--- config.mk ---
export PLATFORM = sky130hd
export DESIGN_NAME = caf_ctrl
export DESIGN_NICKNAME = d
export VERILOG_FILES = /design/src/hdl/caf_pkg.sv /design/src/hdl/caf_ctrl.sv
export SDC_FILE = /design/constraint.sdc
export NUM_CORES = 1
export LEC_CHECK = 0
export BUFFER_PORTS_ARGS = -buffer_cell sky130_fd_sc_hd__buf_2
export CAP_MARGIN = 40
export CORE_AREA = 8 8 45 47
export DETAILED_ROUTE_END_ITERATION = 12
export DIE_AREA = 0 0 53 55
export PLACE_DENSITY = 0.61
export SLEW_MARGIN = 5
export SYNTH_ARGS = -nofsm -noshare
export SYNTH_HDL_FRONTEND = slang
export SYNTH_SLANG_ARGS = --single-unit
--- constraint.sdc ---
create_clock -name aclk -period 4.6 [get_ports aclk]
set_clock_uncertainty 0.15 [all_clocks]
set_input_delay 0.92 -clock aclk [delete_from_list [all_inputs] [get_ports aclk]]
set_output_delay 0.92 -clock aclk [all_outputs]
set_load 0.005 [all_outputs]
--- src/hdl/caf_pkg.sv ---
// caf_pkg: shared types, constants and the cordic angle table for the
// complementary attitude filter. No dependencies.
`default_nettype none
package caf_pkg;

    localparam int ATAN_DEPTH = 24;
    localparam logic signed [25:0] DEG90_Q16 = 26'sd5898240;
    localparam logic signed [17:0] ANGLE_LIMIT = 18'sd92160;

    typedef enum logic [3:0] {
        ST_IDLE,
        ST_SQRT,
        ST_ROLL_PRE,
        ST_ROLL_ITER,
        ST_PITCH_PRE,
        ST_PITCH_ITER,
        ST_FUSE_ROLL,
        ST_FUSE_PITCH,
        ST_OUT
    } caf_state_t;

    typedef struct packed {
        logic load;        // capture input item
        logic sqrt_step;   // one root digit
        logic cordic_init; // load cordic operands and apply quadrant fix
        logic cordic_sel;  // 0 roll operands, 1 pitch operands
        logic cordic_step; // one micro-rotation
        logic save_roll;   // keep cordic angle as roll
        logic fuse_step;   // advance the fuse pipeline one step
        logic fuse_sel;    // 0 roll, 1 pitch
        logic commit;      // write estimates and output register
    } caf_cmd_t;

    typedef struct packed {
        logic sqrt_done;
        logic cordic_done;
        logic fuse_done;
    } caf_status_t;

    function automatic logic [25:0] atan_entry(input logic [4:0] idx);
        logic [25:0] v;
        begin
            unique case (idx)
                5'd0:  v = 26'd2949120;
                5'd1:  v = 26'd1740967;
                5'd2:  v = 26'd919879;
                5'd3:  v = 26'd466945;
                5'd4:  v = 26'd234379;
                5'd5:  v = 26'd117304;
                5'd6:  v = 26'd58666;
                5'd7:  v = 26'd29335;
                5'd8:  v = 26'd14668;
                5'd9:  v = 26'd7334;
                5'd10: v = 26'd3667;
                5'd11: v = 26'd1833;
                5'd12: v = 26'd917;
                5'd13: v = 26'd458;
                5'd14: v = 26'd229;
                5'd15: v = 26'd115;
                5'd16: v = 26'd57;
                5'd17: v = 26'd29;
                5'd18: v = 26'd14;
                5'd19: v = 26'd7;
                5'd20: v = 26'd4;
                5'd21: v = 26'd2;
                5'd22: v = 26'd1;
                default: v = 26'd0;
            endcase
            return v;
        end
    endfunction

endpackage
`default_nettype wire

--- src/hdl/caf_ctrl.sv ---
// caf_ctrl: sequencer for the attitude filter datapath.
// Depends on caf_pkg for the state enum and command/status structs.
`default_nettype none
module caf_ctrl
    import caf_pkg::*;
(
    input  wire logic        aclk,
    input  wire logic        aresetn,
    input  wire logic        in_valid,
    output logic             in_ready,
    output logic             out_valid,
    input  wire logic        out_ready,
    output caf_cmd_t         cmd,
    input  wire caf_status_t status
);

    caf_state_t state_reg, state_next;
    logic       out_valid_reg, out_valid_next;

    always_ff @(posedge aclk) begin
        if (!aresetn) begin
            state_reg     <= ST_IDLE;
            out_valid_reg <= 1'b0;
        end else begin
            state_reg     <= state_next;
            out_valid_reg <= out_valid_next;
        end
    end

    assign out_valid = out_valid_reg;

    always_comb begin
        state_next     = state_reg;
        out_valid_next = out_valid_reg;
        cmd            = '0;
        in_ready       = 1'b0;
        if (out_valid_reg && out_ready) begin
            out_valid_next = 1'b0;
        end
        unique case (state_reg)
            ST_IDLE: begin
                in_ready = 1'b1;
                if (in_valid) begin
                    cmd.load   = 1'b1;
                    state_next = ST_SQRT;
                end
            end
            ST_SQRT: begin
                cmd.sqrt_step = 1'b1;
                if (status.sqrt_done) begin
                    state_next = ST_ROLL_PRE;
                end
            end
            ST_ROLL_PRE: begin
                cmd.cordic_init = 1'b1;
                state_next      = ST_ROLL_ITER;
            end
            ST_ROLL_ITER: begin
                cmd.cordic_step = 1'b1;
                if (status.cordic_done) begin
                    cmd.save_roll = 1'b1;
                    state_next    = ST_PITCH_PRE;
                end
            end
            ST_PITCH_PRE: begin
                cmd.cordic_init = 1'b1;
                cmd.cordic_sel  = 1'b1;
                state_next      = ST_PITCH_ITER;
            end
            ST_PITCH_ITER: begin
                cmd.cordic_sel  = 1'b1;
                cmd.cordic_step = 1'b1;
                if (status.cordic_done) begin
                    state_next = ST_FUSE_ROLL;
                end
            end
            ST_FUSE_ROLL: begin
                cmd.fuse_step = 1'b1;
                if (status.fuse_done) begin
                    state_next = ST_FUSE_PITCH;
                end
            end
            ST_FUSE_PITCH: begin
                cmd.fuse_step = 1'b1;
                cmd.fuse_sel  = 1'b1;
                if (status.fuse_done) begin
                    state_next = ST_OUT;
                end
            end
            ST_OUT: begin
                // wait for the output register to be free
                if (!out_valid_reg || out_ready) begin
                    cmd.commit     = 1'b1;
                    out_valid_next = 1'b1;
                    state_next     = ST_IDLE;
                end
            end
            default: state_next = ST_IDLE;
        endcase
    end

endmodule
`default_nettype wire

### Word level (Yosys, flattened, before mapping)

Cells that the tools add are included.

* flip-flop bits (word level): 5
* input port bits: 7

* eq/ne operators: 15
* mux-type cells: 24
* reductions and logical operators: 9

Operator list (number)
* one-hot mux 4 bit (9 select lines): 1
* 2-to-1 mux 4 bit: 7
* equality test 4 x 3 -> 1 bit (second input constant): 4
* 2-to-1 mux 1 bit: 16
* inequality test 2 bit (second input constant): 7
* equality test 4 x 2 -> 1 bit (second input constant): 2
* OR reduction 2 bit: 4
* AND reduction 7 bit: 1
* equality test 4 x 1 -> 1 bit (second input constant): 1
* equality test 4 bit (second input constant): 1
* zero test 4 bit: 1
* logical AND 1 bit: 1
* zero test 1 bit: 1
* logical OR 1 bit: 1

### Depth between registers and ports, before layout

* word-level depth: 4
* depth in mapped cells: 5

### Least setup slack after synthesis

Ideal clock, no wire load.

* path type: input -> output
* start: in out_ready
* end: out cmd[0] (netlist name)
* arrival time: 1.183 ns
* required time: 3.530 ns
* slack: 2.347 ns
* stages on the path: 2
* cells stage by stage: nor2b_1 > nor2b_1

RTL lines
* start, declared: line caf_ctrl.sv:12 `input wire logic out_ready,`
* end, declared: line caf_ctrl.sv:13 `output caf_cmd_t cmd,`

==> reports/qor.yml <==
sta:
  relSlewSlack_pct: 59.2
  fmax_mhz: 362
  tightest_slew_ps: 604
  layout_min_cycle_time_ps: 2760
  final-max-slew-violation-count: 0
  setup_tns_ps: 0
  min_period_over_period_pct: 60.1
  rsz0062_at_grt: "false"
  setup_ws_ps: 1840
  hold_viol: 0
  setup_violations: 0
final_layout:
  largest_reg_flops: 4
  multi_input_area_sq_um: 229
  final_layout_size_suffix_gt1_share_pct: 32.3
  area.growth.synth_to_final_pct: 29.1
  utilization_pct: 34.1
  ff_latch_area_sq_um: 100
  antenna_cells: 0
  n_fill_cell: 154
  fin_area_sq_um: 472
  final_nets: 73
synthesis:
  synth_nets: 55
  ys.flop_type: "dfxtp_1"
  synth_common_cells: "dfxtp_1, nor2_1, nor3_1"
  ys_types: 26
  async_flop_share_pct: 0
  ys_seq_elements: 5
  synth_top_cell_by_area: "dfxtp_1"
  synth_warnings: 0
  syn_area_sq_um: 365
  synth_cells: 48
  yosys-top-cells-area: "dfxtp_1, nand3b_1, nor3_1"
  yosysMostFrequentCell: "dfxtp_1"
  syn_avg_cell_area_sq_um: 7.61
  yosys.area.top_type_share_pct: 27.4
  synth-edff-count: 0
  seq_area_frac_synth_pct: 27.4
floorplan:
  dieArea_sq_um: 2920
  core_sq_um: 1380
  initial_core_util_pct: 26.4
  rows: 14
  die_x_um: 53
  die_h_um: 55
  io_pins: 18
worst_setup_path:
  cp.required_ps: 3530
  slowest_stage: "dfxtp_1"
  cp_max_fo: 14
  cp-start-kind: "flip-flop"
  cp-end-kind: "primary output"
  crit_arrival_ps: 1690
  r2r_cells: 4
  slowest_delay_ps: 570
  r2r_setup_slack_ps: 2780
  crit_chain: "nor4b_1 > nor2b_1 > buf_2"
  setup.worst_path.class: "reg -> out"
cts:
  clkSlewWorstSetupHoldPaths_ps: 40
  clock_sinks: 5
  clock_latency_ps: 250
  cts_tree: "done"
  post_cts_buffers: 0
  cts_root_buf: "clkbuf_4"
  cts-buffers-inserted: 3
  ctsResizeCount: 0
  cts_max_level: 1
  clk_path_buf_depth: 2
  hold_buffers: 0
detailed_routing:
  firstDrtPassIters: 6
  drtIter0Drc: 9
  drt-vias-per-instance: 5.05
  routed_wl_um: 1040
  vias: 409
  wl_per_cell_um: 12.9
  drc: 0
  final_antenna_net_count: 0
placed_design:
  hpwl_um: 764
  pre_cts_ws_ps: 2080
  gp_congestion: 0.733
  io_buffers: 17
  place_area_sq_um: 445
global_routing:
  grt.total_usage_pct: 7.76
  grt_max_degree: 15
  grt_pass1_vias: 377
  overflow: 0
  grt_antenna_before_repair: 0
  grt_pass1_wl_um: 1620
pwr:
  power.leakage_nw: 0.203
  irDropWorstVdd_mv: 0.171
  powerDensity_nw_per_um2: 446
job:
  max-cap-violations: 0
min_path:
  min_delay_path_depth: 3
  hp-class: "reg -> reg"
status:
  status: "completed"
-- where the power goes --
part	internal (W)	switching, W	total (W)
Clock	0.0000329	0.0000205	0.0000534
Sequential	0.0000520	0.0000245	0.0000766
Combinational	0.0000449	0.0000355	0.0000805
Total	0.000130	0.0000805	0.000210
-- final cells by class --
type / instances / share of cell area (%)
multi-input cells: 36 / 48.5
inverters: 3 / 2.39
clock buffers: 4 / 5.57
repair buffers: 17 / 18.0
flip-flops and latches: 5 / 21.2
well taps: 16 / 4.24
-- worst max-delay path, delay by kind of cell, from the launching register on --
family	cells	cell delay, ps
simple gates	2	750
flops	1	570
buf+inv	1	120
-- path summary, 6_finish.rpt --
check / to / from
setup reg to reg: state_reg[0] / state_reg[3]
setup / recovery: cmd[0] / state_reg[3]
hold / removal: out_valid / out_valid
hold reg to reg: out_valid / out_valid
-- per-layer routing --
| layer | vias to the layer above | share of wire, % | global-route usage, % |
|---|---|---|---|
| li1 | 208 | - | - |
| met1 | 190 | 37 | 6.39 |
| met2 | 8 | 52 | 13.9 |
| met3 | 3 | 9.9 | 6.15 |
| met4 | 0 | 0.77 | 2.59 |
| met5 | - | 0 | 0 |
-- placed cells by master, fill, tap and decap left out, types with 2 or more instances in the layout --
cell type / n
nor2_1: 4
inv_1: 3
nor3b_1: 2
nand3b_1: 3
dfxtp_1: 5
buf_2: 17
a21oi_1: 2
nor2b_1: 2
nor3_1: 4
clkbuf_4: 3
nand2_1: 3
o21ai_0: 3
-- through the flow --
step | cells | total power (W) | hold WS, ps
5_1_grt | 81 | 0.000232 | 559
4_1_cts | 81 | 0.000214 | 509
3_3_place_gp | 77 | 0.000158 | 482
3_5_place_dp | 77 | 0.000159 | 501
2_1_floorplan | 48 | 0.000131 | 398
6_report | 81 | 0.000210 | 500
-- cell families (layout without fill, tap and decap cells) --
kind of cell	Yosys count	after routing	synth area share, %
AND/OR/NAND/NOR	25	25	42.5
AO/OA/AOI/OAI	10	10	17.8
buffers and inverters	7	24	9.93
flip-flops	5	5	27.4
XOR/XNOR	1	1	2.40
Note: power is estimated with default switching activity, not from simulation.
